==> src/ipcidr_pkg.sv <==
// Shared types, constants and helpers for the IPv4 CIDR text parser.
package ipcidr_pkg;

    localparam logic [7:0] CHAR_ZERO  = 8'h30;
    localparam logic [7:0] CHAR_NINE  = 8'h39;
    localparam logic [7:0] CHAR_DOT   = 8'h2E;
    localparam logic [7:0] CHAR_SLASH = 8'h2F;

    localparam logic [9:0] OCTET_MAX   = 10'd255;
    localparam logic [6:0] PREFIX_FULL = 7'd32;
    localparam logic [1:0] LAST_OCTET  = 2'd3;
    localparam logic [1:0] MAX_DIGITS  = 2'd3;
    localparam logic [1:0] MAX_PFX_DIG = 2'd2;
    localparam logic [1:0] PFX_SAT     = 2'd3;

    // bit positions in allow_flags
    localparam int ALLOW_DIGIT = 0;
    localparam int ALLOW_DOT   = 1;
    localparam int ALLOW_SLASH = 2;

    localparam logic [2:0] ALLOW_RESET = 3'b001;

    typedef struct packed {
        logic [9:0]  octet_accum;
        logic [23:0] done_octets;
        logic [1:0]  octet_index;
        logic [1:0]  digit_count;
        logic [2:0]  allow_flags;
        logic [1:0]  after_slash_count;
        logic        in_prefix;
        logic [6:0]  prefix_value;
        logic        error_seen;
    } t_parse_state;

    typedef struct packed {
        logic        valid_res;
        logic [31:0] address;
        logic [31:0] prefix_mask;
        logic [5:0]  prefix_length;
    } t_result;

    localparam t_parse_state PARSE_RESET = '{
        octet_accum:       10'd0,
        done_octets:       24'd0,
        octet_index:       2'd0,
        digit_count:       2'd0,
        allow_flags:       ALLOW_RESET,
        after_slash_count: 2'd0,
        in_prefix:         1'b0,
        prefix_value:      7'd0,
        error_seen:        1'b0
    };

    // len leading ones from bit 31; len is at most 32
    function automatic logic [31:0] prefix_to_mask(input logic [5:0] len);
        logic [31:0] ones;
        ones = 32'hFFFF_FFFF;
        prefix_to_mask = ~(ones >> len);
    endfunction

endpackage

==> src/ipcidr_step.sv <==
// Per-character parse step: next parser state and the result for a final character.
module ipcidr_step
    import ipcidr_pkg::*;
(
    input  t_parse_state i_state,
    input  logic [7:0]   i_char_code,
    input  logic         i_last_char,
    output t_parse_state o_next_state,
    output t_result      o_result
);

    logic         is_digit;
    logic [3:0]   digit;
    logic [1:0]   dc_inc;
    t_parse_state upd;
    logic [6:0]   len;
    logic         ok;

    assign is_digit = (i_char_code >= CHAR_ZERO) && (i_char_code <= CHAR_NINE);
    assign digit    = i_char_code[3:0];
    assign dc_inc   = i_state.digit_count + 2'd1;

    always_comb begin
        upd = i_state;
        if (!i_state.error_seen) begin
            priority if (i_state.in_prefix) begin
                priority if (!is_digit) begin
                    upd.error_seen = 1'b1;
                end else if (i_state.after_slash_count >= MAX_PFX_DIG) begin
                    upd.error_seen        = 1'b1;
                    upd.after_slash_count = PFX_SAT;
                end else begin
                    upd.prefix_value      = 7'(i_state.prefix_value * 7'd10 + 7'(digit));
                    upd.after_slash_count = i_state.after_slash_count + 2'd1;
                end
            end else if (is_digit) begin
                if (!i_state.allow_flags[ALLOW_DIGIT]) begin
                    upd.error_seen = 1'b1;
                end else begin
                    upd.octet_accum = 10'(i_state.octet_accum * 10'd10 + 10'(digit));
                    upd.digit_count = dc_inc;
                    if (dc_inc == MAX_DIGITS) begin
                        upd.allow_flags[ALLOW_DIGIT] = 1'b0;
                    end
                    if (i_state.octet_index != LAST_OCTET) begin
                        upd.allow_flags[ALLOW_DOT] = 1'b1;
                    end else begin
                        upd.allow_flags[ALLOW_DOT]   = 1'b0;
                        upd.allow_flags[ALLOW_SLASH] = 1'b1;
                    end
                end
            end else if (i_char_code == CHAR_DOT) begin
                priority if (!i_state.allow_flags[ALLOW_DOT] || i_last_char) begin
                    upd.error_seen = 1'b1;
                end else if (i_state.octet_accum > OCTET_MAX) begin
                    upd.error_seen = 1'b1;
                end else begin
                    upd.done_octets = {i_state.done_octets[15:0], i_state.octet_accum[7:0]};
                    upd.octet_index = i_state.octet_index + 2'd1;
                    upd.octet_accum = 10'd0;
                    upd.digit_count = 2'd0;
                    upd.allow_flags = ALLOW_RESET;
                end
            end else if (i_char_code == CHAR_SLASH) begin
                if (!i_state.allow_flags[ALLOW_SLASH] || i_last_char) begin
                    upd.error_seen = 1'b1;
                end else begin
                    upd.in_prefix = 1'b1;
                end
            end else begin
                upd.error_seen = 1'b1;
            end
        end
    end

    // judge the finished string on the updated state
    assign len = upd.in_prefix ? upd.prefix_value : PREFIX_FULL;
    assign ok  = !upd.error_seen && (upd.octet_index == LAST_OCTET) &&
                 (upd.octet_accum <= OCTET_MAX) && (len <= PREFIX_FULL);

    always_comb begin
        if (ok) begin
            o_result.valid_res     = 1'b1;
            o_result.address       = {upd.done_octets, upd.octet_accum[7:0]};
            o_result.prefix_length = len[5:0];
            o_result.prefix_mask   = prefix_to_mask(len[5:0]);
        end else begin
            o_result = '0;
        end
    end

    // clear for the next string after the final character
    assign o_next_state = i_last_char ? PARSE_RESET : upd;

endmodule

==> src/ipv4_cidr_text_parser.sv <==
// Top level of the IPv4 CIDR text parser: input register, parse state and result register.
//
// Feed one ASCII character per transfer with i_last_char set on the final one;
// a new character can be taken every cycle. The block registers the character,
// runs one parse step on it against the stored state, and for a final character
// loads one result into the output register as that character leaves the input
// register. Non-final characters yield nothing. While a result waits
// on i_out_stall, characters that are not final keep flowing; a final character
// holds in the input register until the output register frees. After each final
// character the parser is back in its reset state.
module ipv4_cidr_text_parser
    import ipcidr_pkg::*;
(
    input  logic        i_clk,
    input  logic        i_rst_n,
    input  logic        i_in_valid,
    output logic        o_in_stall,
    input  logic [7:0]  i_char_code,
    input  logic        i_last_char,
    output logic        o_out_valid,
    input  logic        i_out_stall,
    output logic        o_valid_res,
    output logic [31:0] o_address,
    output logic [31:0] o_prefix_mask,
    output logic [5:0]  o_prefix_length
);

    logic         r_in_valid;
    logic [7:0]   r_in_char;
    logic         r_in_last;
    t_parse_state r_state;
    t_parse_state n_state;
    logic         r_out_valid;
    t_result      r_out;
    t_result      n_out;
    logic         adv;
    logic         in_take;

    ipcidr_step u_step (
        .i_state      (r_state),
        .i_char_code  (r_in_char),
        .i_last_char  (r_in_last),
        .o_next_state (n_state),
        .o_result     (n_out)
    );

    // advance the held character unless it is final and the result slot is blocked
    assign adv        = r_in_valid && (!r_in_last || !r_out_valid || !i_out_stall);
    assign o_in_stall = r_in_valid && !adv;
    assign in_take    = i_in_valid && !o_in_stall;

    always_ff @(posedge i_clk) begin
        if (!i_rst_n) begin
            r_in_valid <= 1'b0;
        end else if (in_take) begin
            r_in_valid <= 1'b1;
        end else if (adv) begin
            r_in_valid <= 1'b0;
        end
    end

    always_ff @(posedge i_clk) begin
        if (in_take) begin
            r_in_char <= i_char_code;
            r_in_last <= i_last_char;
        end
    end

    always_ff @(posedge i_clk) begin
        if (!i_rst_n) begin
            r_state <= PARSE_RESET;
        end else if (adv) begin
            r_state <= n_state;
        end
    end

    always_ff @(posedge i_clk) begin
        if (!i_rst_n) begin
            r_out_valid <= 1'b0;
        end else if (adv && r_in_last) begin
            r_out_valid <= 1'b1;
        end else if (!i_out_stall) begin
            r_out_valid <= 1'b0;
        end
    end

    always_ff @(posedge i_clk) begin
        if (adv && r_in_last) begin
            r_out <= n_out;
        end
    end

    assign o_out_valid     = r_out_valid;
    assign o_valid_res     = r_out.valid_res;
    assign o_address       = r_out.address;
    assign o_prefix_mask   = r_out.prefix_mask;
    assign o_prefix_length = r_out.prefix_length;

    a_clear_after_last: assert property (@(posedge i_clk) disable iff (!i_rst_n)
        adv && r_in_last |=> r_state == PARSE_RESET)
        else $error("parser state not cleared after final character");

    a_invalid_zero: assert property (@(posedge i_clk) disable iff (!i_rst_n)
        r_out_valid && !r_out.valid_res |->
            r_out.address == 32'd0 && r_out.prefix_mask == 32'd0 &&
            r_out.prefix_length == 6'd0)
        else $error("invalid result carries nonzero fields");

    a_mask_matches_len: assert property (@(posedge i_clk) disable iff (!i_rst_n)
        r_out_valid && r_out.valid_res |->
            r_out.prefix_length <= 6'd32 &&
            $countones(r_out.prefix_mask) == int'(r_out.prefix_length))
        else $error("prefix mask disagrees with prefix length");

    a_final_holds: assert property (@(posedge i_clk) disable iff (!i_rst_n)
        r_in_valid && !adv |=> r_in_valid && r_in_last && $stable(r_in_char))
        else $error("blocked final character lost");

endmodule

==> config.mk <==
export PLATFORM = sky130hd
export DESIGN_NAME = ipv4_cidr_text_parser
export DESIGN_NICKNAME = d
export VERILOG_FILES = /design/src/ipcidr_pkg.sv /design/src/ipcidr_step.sv /design/src/ipv4_cidr_text_parser.sv
export SDC_FILE = /design/constraint.sdc
export NUM_CORES = 1
export LEC_CHECK = 0
export ABC_AREA = 0
export BUFFER_PORTS_ARGS = -buffer_cell sky130_fd_sc_hd__buf_4
export CAP_MARGIN = 30
export CORE_MARGIN = 4
export CORE_UTILIZATION = 55
export DETAILED_ROUTE_END_ITERATION = 12
export PLACE_DENSITY = 0.76
export SLEW_MARGIN = 20
export SYNTH_ARGS = -nofsm -noshare
export SYNTH_HDL_FRONTEND = slang
export SYNTH_HIERARCHICAL = 1
export SYNTH_SLANG_ARGS = --single-unit
==> constraint.sdc <==
create_clock -name i_clk -period 4.75 [get_ports i_clk]
set_input_delay 0.95 -clock i_clk [delete_from_list [all_inputs] [get_ports i_clk]]
set_output_delay 0.95 -clock i_clk [all_outputs]
set_load 0.005 [all_outputs]
After elaboration in Yosys (flattened, before gate mapping):

Index checks and enable logic that the tools add are counted.
Widths: inputs -> output; s select.

* bits in registers: 134
* input port bits: 13
* output and inout bits: 73
* logic and storage cells: 115

* $add $sub $neg: 5
* multipliers: 2
* magnitude comparators: 6
* equality and inequality tests: 12
* shift operators: 1
* mux-type cells: 41
* bitwise operators: 1
* reduce and logical (&&, ||, !) cells: 28

Operator list (number)
* $mux 41: 4
* $mux 52: 2
* $mux 71: 1
* $not 32->32: 1
* $shr 32x6->32 const A: 1
* $mux 7: 4
* $mux 26: 1
* $mux 1: 22
* $mux 10: 2
* $eq 8x6->1 const B: 2
* $add 10x4->10: 1
* $gt 10x8->1 const B: 1
* $le 10x8->1 const B: 1
* $mul 10x3->9 const B: 1
* $mux 5: 2
* $ge 8x6->1 const B: 1
* $le 8x6->1 const B: 1
* $logic_and 1x1->1: 8
* $logic_not 1->1: 8
* $reduce_and 8->1: 1
* $add 7x4->7: 1
* $le 7x6->1 const B: 1
* $mul 7x3->6 const B: 1
* $reduce_and 7->1: 1
* other kinds (13): 27

Depth between registers and ports, before layout:

Gate-level depths: netlist (run 1).

* depth in word-level cells: 13
* depth in mapped cells: 14
* depth with buffers taken out: 12

By module:

The synthesis (run 1) kept the hierarchy.

Modules (own cells, without submodules)
* ipv4_cidr_text_parser: instances 1, cells each 317, area each 4625.7 µm²
* ipcidr_step: instances 1, cells each 422, area each 3026.7 µm²

Least setup slack after synthesis (run 1):

OpenSTA, ideal clock, no wires.

* kind: flip-flop to flip-flop
* start: register r_state[43] in the netlist's numbering
* end: register r_out (netlist bit o_prefix_mask[0]) (data pin)
* library setup time: 0.127 ns
* arrival: 3.258 ns
* data required time: 4.623 ns
* slack: 1.365 ns
* cell stages (with the launch flop): 14
* path buffers: 3
* path through: dfxtp_1 -> ha_1 -> ha_1 -> fa_1 -> xor2_1 -> o2111ai_1 -> nor4b_1 -> xnor2_1 -> xnor2_1 -> mux2_2 -> buf_2 -> buf_2 -> nor4_2 -> buf_4

* cells in the longest elaborated chain, start to end: 11
* elaborated cells on any way between the ends: 22
* classes of those cells: 1 x add/sub; 1 x mul; 2 x order compare; 1 x eq/ne; 13 x mux; 4 x reduce/logical

RTL lines
* from (decl): RTL line ipv4_cidr_text_parser.sv:31 `t_parse_state r_state;`
* from (signal assigned): RTL line ipv4_cidr_text_parser.sv:73 `r_state <= n_state;`
* parallel branches: the longest is 6 deep, another holds $mul 10x3->9
* $mux 52 *: RTL line ipcidr_step.sv:25 `if (!i_state.error_seen) begin`
* parallel branches: the longest is 2 deep, another holds $le 10x8->1
* $logic_and 1x1->1 *: RTL line ipcidr_step.sv:78 `assign ok = !upd.error_seen && (upd.octet_index == LAST_OCTET) &&`
* $logic_and 1x1->1 *: RTL line ipcidr_step.sv:79 `(upd.octet_accum <= OCTET_MAX) && (len <= PREFIX_FULL);`
* to (signal assigned): RTL line ipv4_cidr_text_parser.sv:89 `r_out <= n_out;`
* to (decl): RTL line ipv4_cidr_text_parser.sv:34 `t_result r_out;`

Mark *: on every way between the ends. The select of a mux whose other input is x is not followed.
A chain may end at the register's enable or synchronous reset.

Worst setup path in the final report (run 1):

* start: register r_state[43] in the netlist's numbering
* end: register r_out (netlist bit o_prefix_mask[26]) (data pin)

The elaborated chain is that of the path after synthesis.

==> run summary, run 1 <==
The net count reported at finish came out at around 830. The first-pass GRT wire length came out at 28300 um. Summed over all layers, the global routing overflow is 0. The area added between synthesis and finish is 14.7%.

Synthesis produced a netlist with a net count of 779. The number of levels in the clock H-tree is 4. The setup TNS is 0 ps.

The pin count of the biggest net entering global routing came out at about 110. The static power due to leakage is between 3 and 4 nW. For this design, the slowest cell found on the critical path is sky130_fd_sc_hd__nor4b_1. Once layout is complete, the cells apart from fillers number just under 1000. The via count is about 5700.

After layout, the minimum clock period comes to between 3000 and 4000 ps. The largest buffer count on any clock path is 2. The kind of cell with the highest combined delay along the critical path is adder cells. The final cycle utilization of the critical path is slightly above 80%. The core region is ~13000 um2. In this run, placement finished with an instance count of between 900 and 1000.

The fraction of final layout cells sized beyond drive strength 1 is a little under a quarter. The wire length after detailed routing is between 15000 and 20000 um. Summing every instance area after synthesis gives 7650 um2. The net switching share of the total power came out at between 20% and 30%.

The clock edge transition at the registers on the reported setup and hold paths is 60 ps. The first-pass iteration count of the detailed router is 5. The global placer's final weighted congestion is 0.908. The register-to-register setup slack is between 800 and 900 ps. The internal power is ~0.0020 W. The relative slew slack is a little under two fifths. The count of filler cells inserted in the layout came out at approximately 1100. In this run, the clock network consumes 46.6% of the power.

The final max-slew violation count is 0. The later-pin clock latency in the skew report is 420 ps. Buffers placed on the I/O ports in this run total 85. In this run, flip-flops and latches consume approximately half of the power. In the routed design, unresolved DRC markers number 0.

The category of the critical setup timing path is reg -> reg. Setup violations remaining at the end of the flow were counted as 0. The worst setup path is launched from a flop. The initialized floorplan defines between 40 and 50 standard-cell rows. The worst register-to-register path begins at r_state[43]. The mean instance size in the synthesized netlist came out at 10.4 um2. The die outline area is around 16000 um2. The number of clock buffers inserted by TritonCTS came out at 17. After synthesis, the most frequently instantiated cells are sky130_fd_sc_hd__nand2_1 (123), sky130_fd_sc_hd__edfxtp_1 (80), sky130_fd_sc_hd__mux2i_1 (77). After technology mapping, the gate count stands at about 740. The cell accounting for the most synthesized area is sky130_fd_sc_hd__edfxtp_1. The antenna cell count is 0. The number of cells traversed by the worst hold path is 2. The flow ran to the end, and the final reports show no timing, DRC or antenna violations. The critical path endpoint category is a flop. The number of hold-slack violations in the final timing report is 0. The HPWL after detailed placement came out at 11500 um. The peak supply drop came out at around 0.21 mV. Across every metal layer, demand over resource in global routing totals between 20 and 25%. TritonCTS built the clock tree. The number of max-cap violations came out at 0. The hold-critical path endpoint is r_state[35]. In the post-synthesis netlist, the biggest area contributors are sky130_fd_sc_hd__edfxtp_1 (31%), sky130_fd_sc_hd__dfxtp_1 (14%), sky130_fd_sc_hd__mux2i_1 (10%), sky130_fd_sc_hd__nand2_1 (6.0%), sky130_fd_sc_hd__nor4_2 (5.7%).

The routed via count divided by cell count is between 5 and 6. In this run, distinct cell masters in the synthesized netlist total between 60 and 70. In this run the critical register-to-register path is captured at o_prefix_mask[26]. The largest fanout of any net on the critical path is between 50 and 60. Based on the critical path, the design can be clocked at up to ~0.26 GHz. The number of cell instances on the worst register-to-register path came out at 11. Dividing the detail-routed wire length by the instance count gives approximately 18 um. The number of hold-repair buffers added at the cts stage is 0. The initial antenna violation count is 0. After layout, the design draws a total of approximately 0.0026 W.

Gates resized during post-CTS repair numbered 0. The remaining antenna violation count came out at 0. The number of buffers inserted to repair setup after CTS is 0. The count of boundary I/O pins is 86. The die boundary height is 126 um.

The number of sinks on the clock net came out at about 130. The root buffer cell is sky130_fd_sc_hd__clkbuf_16. The share of the Yosys chip area taken by registers is a little under half. For this run, the leading register cell type out of synthesis is sky130_fd_sc_hd__edfxtp_1. Walking the worst path, the cells encountered are ha_1 > ha_1 > fa_1 > xor2_1 > o2111ai_1 > nor4b_1 > xnor2_1 > xnor2_1 > mux2_2 > buf_12 > a2111oi_0.

The count of flip-flops with a built-in enable after synthesis came out at 80. The power per unit of standard cell area came out at 298 nW/um2. The number of design-rule violations left by the first detailed-router iteration came out at approximately 680. The number of buffers and inverters on the critical path came out at 1. The number of global-route vias before repair is roughly 5500.

At the worst endpoint, the required time is slightly below 5000 ps. At the pin with the least slew margin, the transition time is roughly 940 ps. The post-synthesis register bit count came out at between 100 and 150. Yosys instantiated no cell more often than sky130_fd_sc_hd__nand2_1. The chip width came out at 126 um. The tightest min-delay check is of the reg -> reg type.

Setup repair after global routing left no endpoint under its margin. The worst clock skew came out at between 6 and 7 ps. Data arrives at the worst endpoint at slightly above 4000 ps.

The number of synthesis warnings came out at 6. In the synthesized netlist the async set-or-reset flop fraction comes to 0%. The start point of the worst hold path is r_state[35].

The switching power total is between 0.0005 and 0.0006 W. The delay contributed by the slowest stage of the critical path is between 400 and 500 ps. The area fraction of the dominant cell type after synthesis is 31.4%. The starting utilization of the core area came out at 56.9%. Combinational cells account for 4.8% of the total power.
## layout by cell type (no fill, tap or decap), drive strengths merged, types with 3 or more instances in the layout
master,netlist,layout
a2111oi,9,9
a211oi,4,4
a21o,5,5
a21oi,29,29
a22oi,8,8
a31oi,4,4
and2,3,3
and3,3,3
buf,42,96
clkbuf,26,22
clkinv,0,6
dfxtp,54,54
edfxtp,80,80
fa,4,4
ha,23,23
inv,11,14
mux2,3,3
mux2i,77,77
nand2,123,123
nand3,11,11
nor2,69,69
nor2b,7,7
nor3,10,10
nor4,58,58
nor4b,3,3
o21ai,13,13
or2,3,3
or4,3,3
xnor2,14,14
xor2,3,3
## cell type report
type	count	area (um2)	share of cell area (%)
multi-input combinational	526	3710	42.3
sequential	134	3480	39.7
timing repair buffer	96	766	8.73
clock buffer	22	485	5.53
tap	176	220	2.51
clock inverter	10	70.1	0.799
inverter	11	41.3	0.471
## logic make-up (layout without fill, tap and decap cells)
group | after synthesis | in the layout | synth area share, %
AO/OA/AOI/OAI | 92 | 92 | 8.55
XOR/XNOR | 17 | 17 | 1.95
adder cells (fa/ha/maj) | 27 | 27 | 4.81
buffers and inverters | 79 | 139 | 6.15
flip-flops | 134 | 134 | 45.5
multiplexers | 80 | 80 | 10.5
AND/OR/NAND/NOR | 310 | 310 | 22.5
## per-stage QoR
stage          util [%]  worst slack, ps  hold slack, ps  area, um2
2_1_floorplan         -             1370             430       7650
3_3_place_gp       60.9             1040             438       8190
3_5_place_dp       60.9              943             456       8190
4_1_cts            65.0              897             464       8750
5_1_grt            65.2              557             478       8770
6_report           65.2              845             462       8770
## layer usage
layer | GRT usage (%) | vias to the layer above | wire length [um]
met5 | 0 | - | 0
met4 | 5.93 | 0 | 219
met3 | 4.57 | 17 | 984
met2 | 32.8 | 195 | 7740
met1 | 31.9 | 2715 | 8170
li1 | - | 2790 | -
## worst min-delay path, delay by kind of cell, from the launching register on
family / cells / cell delay [ps]
and+or+nand+nor: 1 / 50
DFF: 1 / 310
muxes: 1 / 50
## power groups by stage
stage                     clock, W  sequential (W)  combinational [W]
after floorplan                  0         0.00129          0.0000782
after global placement           0         0.00129           0.000120
after detailed placement         0         0.00129           0.000122
after CTS                  0.00123         0.00127           0.000122
after global routing       0.00128         0.00127           0.000135
final                      0.00122         0.00127           0.000124
## worst max-delay path by stage
stage                     slack, ps  cells after the start         from                end
after detailed placement        940                     11  r_state[43]  o_prefix_mask[26]
after floorplan                1370                     13  r_state[43]   o_prefix_mask[0]
after CTS                       900                     11  r_state[43]  o_prefix_mask[26]
after global placement         1040                     11  r_state[43]       o_address[2]
after global routing            560                     11  r_state[43]  o_prefix_mask[26]
final                           850                     11  r_state[43]  o_prefix_mask[26]
## flip-flops by register name, indices dropped and copies added, names as in the netlist
register / count
r_in_char: 8
o_valid_res: 1
r_state: 52
o_address: 32
o_out_valid: 1
o_prefix_mask: 32
r_in_last: 1
o_prefix_length: 6
r_in_valid: 1
Power figures use the tool's default switching activity.
==> run 2: changes to the inputs <==
==> constraint.sdc (replaced) <==
create_clock -name i_clk -period 3.6 [get_ports i_clk]
set_input_delay 0.72 -clock i_clk [delete_from_list [all_inputs] [get_ports i_clk]]
set_output_delay 0.72 -clock i_clk [all_outputs]
set_load 0.005 [all_outputs]
==> run summary, run 2 (synthesized netlist as in run 1, its figures left out) <==
The critical path starts at r_state[43]. The power per unit of standard cell area is 404 nW/um2. The pre-CTS worst setup slack came out at between 15 and 20 ps.

From bottom edge to top edge, the die measures around 130 um. The commonest non-fill, non-tap cell in the layout is sky130_fd_sc_hd__nand2_1. The number of buffers inserted to repair setup after CTS came out at 0. The first-pass GRT wire length came out at between 20000 and 30000 um. Setup slack closes at ~130 ps.

The first-pass iteration count of the detailed router is 5. The area of all placed cells without fillers came out at 9090 um2. The largest fanout of any net on the critical path came out at 39. The wire length after detailed routing is around 18000 um. The final-report setup violation count is 0. Walking the worst path, the cells encountered are ha_1 > ha_1 > fa_1 > xor2_1 > o2111ai_1 > nor4b_2 > xnor2_1 > xnor2_1 > mux2_2 > buf_12 > nor4_1. The startpoint kind of the worst setup timing path is a flop.

The worst hold path belongs to the class reg -> reg. The largest individual stage delay along the critical path comes from the cell sky130_fd_sc_hd__fa_1. The register-to-register setup slack is roughly 130 ps. More flip-flops sit in one register than any other, and that register is r_state.

The worst register-to-register path ends at o_prefix_mask[22]. The final cycle utilization of the critical path came out at 96.5%. After floorplanning, the core was sized to cover 13500 um2.

The worst clock skew is roughly 12 ps. The core utilization of the finished layout is between 60% and 70%. The floorplan step set the die width to around 130 um.

TritonCTS built the clock tree. Setup repair after global routing left no endpoint under its margin. The antenna cell count is 0. The area added between synthesis and finish came out at 18.8%. The HPWL after detailed placement came out at ~12000 um. Buffers placed on the I/O ports in this run total between 80 and 90. In the global route stage, overall resource usage came out at a little under a quarter. For the worst setup path, the data required time is 3800 ps. After the last flow step, the layout net total stands at between 800 and 900. STA classifies the critical path endpoint as a flop.

The maximum clock frequency came out at about 0.29 GHz. The static power due to leakage is 3.18 nW. The count of cell instances traversed by the critical path is 11. The via count is 5967.

The number of levels in the clock H-tree came out at 4. The final critical path time including I/O delays and setup came out at 3470 ps. The flow ran to the end, and the final reports show no timing, DRC or antenna violations. The sum of routed wire segments on met1 came out at between 8000 and 9000 um. The number of hold-repair buffers added at the cts stage came out at 0. The number of buffers and inverters on the critical path is 1.

The critical path is of the reg -> reg type. The cell class contributing the biggest share of worst-path delay is adder cells. The setup TNS is 0 ps. In this run the worst setup path terminates at o_prefix_mask[22]. The highest metal layer with signal wires is met4.

The number of cell instances on the worst register-to-register path is 11. The number of clock buffers inserted by TritonCTS is 17. Entering global routing, the biggest net connects between 100 and 150 pins. The slew of the pin with the lowest slew margin is ~1000 ps.

The number of design-rule violations left by the first detailed-router iteration is ~600. The final max-slew violation count came out at 0. The starting utilization of the core area is between 50% and 60%. The congestion estimate from routability-driven global placement came to roughly 0.9.

Summed over all nets, wire length on met2 after detailed routing comes to about 8400 um. The number of global-route vias before repair is ~5800. The final routed DRC violation total is 0. The clock reaches the later pin of the worst-skew pair after 420 ps. The number of hold-slack violations in the final timing report came out at 0. In the layout the commonest cells are sky130_fd_sc_hd__nand2_1 (123), sky130_fd_sc_hd__buf_4 (116), sky130_fd_sc_hd__edfxtp_1 (80). The number of sinks on the clock net is approximately 130. After clock tree synthesis, the clock-pin slew on the worst setup and hold paths is about 60 ps.

In this run the remaining antenna-violating nets after routing total 0. The number of cells traversed by the worst hold path came out at 2. In this run the critical register-to-register path is launched from r_state[43]. The site row count came out at 42. Using the TritonRoute via totals, the vias-per-cell ratio works out to roughly 6.0.

Headroom to the max-slew limit came out at around a third. The clock passes through at most 2 buffers. The root buffer cell chosen for the clock tree is sky130_fd_sc_hd__clkbuf_16.

The critical path data arrival time came out at 3670 ps. The flip-flop count of the largest register, all copies and words added is 52. The count of boundary I/O pins came out at 86. The fraction of final layout cells sized beyond drive strength 1 is 25.8%. The detailed-routed wire length on met3 is 1320 um. The die outline area is 15900 um2.

The initial antenna violation count came out at 0. The total congestion overflow came out at 0. The routed wire length per instance came out at about 18 um.

IR analysis of the VDD net gives a maximum drop of ~0.27 mV. The delay contributed by the slowest stage of the critical path came out at approximately 430 ps. After detailed placement, the total cell area comes to 8420 um2. The number of max-cap violations is 0.
run 2: per-layer routing:
layer | track usage, % | vias up
li1 | - | 2827
met1 | 33.0 | 2879
met2 | 35.6 | 239
met3 | 5.29 | 22
met4 | 6.18 | 0
met5 | 0 | -
run 2: timing repair:
action | in CTS | in global routing
endpoints found under the setup margin | 1 | 40
gates resized for setup | 1 | 6
pin swaps | 0 | 1
run 2: cell type report:
type	count	area, um2
fill	1055	4370
tap	176	220
clock inverter	13	181
inverter	11	41.3
sequential	134	3480
timing repair buffer	122	991
clock buffer	19	433
multi-input combinational	526	3740
run 2: worst min-delay path, delay by kind of cell, from the launching register on:
kind	cells	cell delay [ps]
flops	1	300
simple gates	1	50
mux	1	50
run 2: per-stage QoR:
stage	total power (W)	hold WS, ps	cells
floorplan	0.00181	430	739
global placement	0.00187	441	968
detailed placement	0.00187	451	968
CTS	0.00369	459	1000
global route	0.00378	460	1001
finish	0.00367	455	1001
run 2: where the power goes:
part | switching, W | internal, W | total, W
logic | 0.0000968 | 0.0000741 | 0.000171
registers | 0.0000187 | 0.00165 | 0.00167
clock network | 0.000665 | 0.00116 | 0.00182
total | 0.000780 | 0.00289 | 0.00367
run 2: how the worst min path moves through the flow:
| stage | endpoint | start | slack, ps |
|---|---|---|---|
| 2_1_floorplan | r_state[7] | r_state[7] | 430 |
| 3_3_place_gp | r_state[7] | r_state[7] | 440 |
| 3_5_place_dp | r_state[34] | r_state[34] | 450 |
| 4_1_cts | r_state[40] | r_state[40] | 460 |
| 5_1_grt | r_in_char[1] | i_char_code[1] | 460 |
| 6_report | r_state[40] | r_state[40] | 450 |
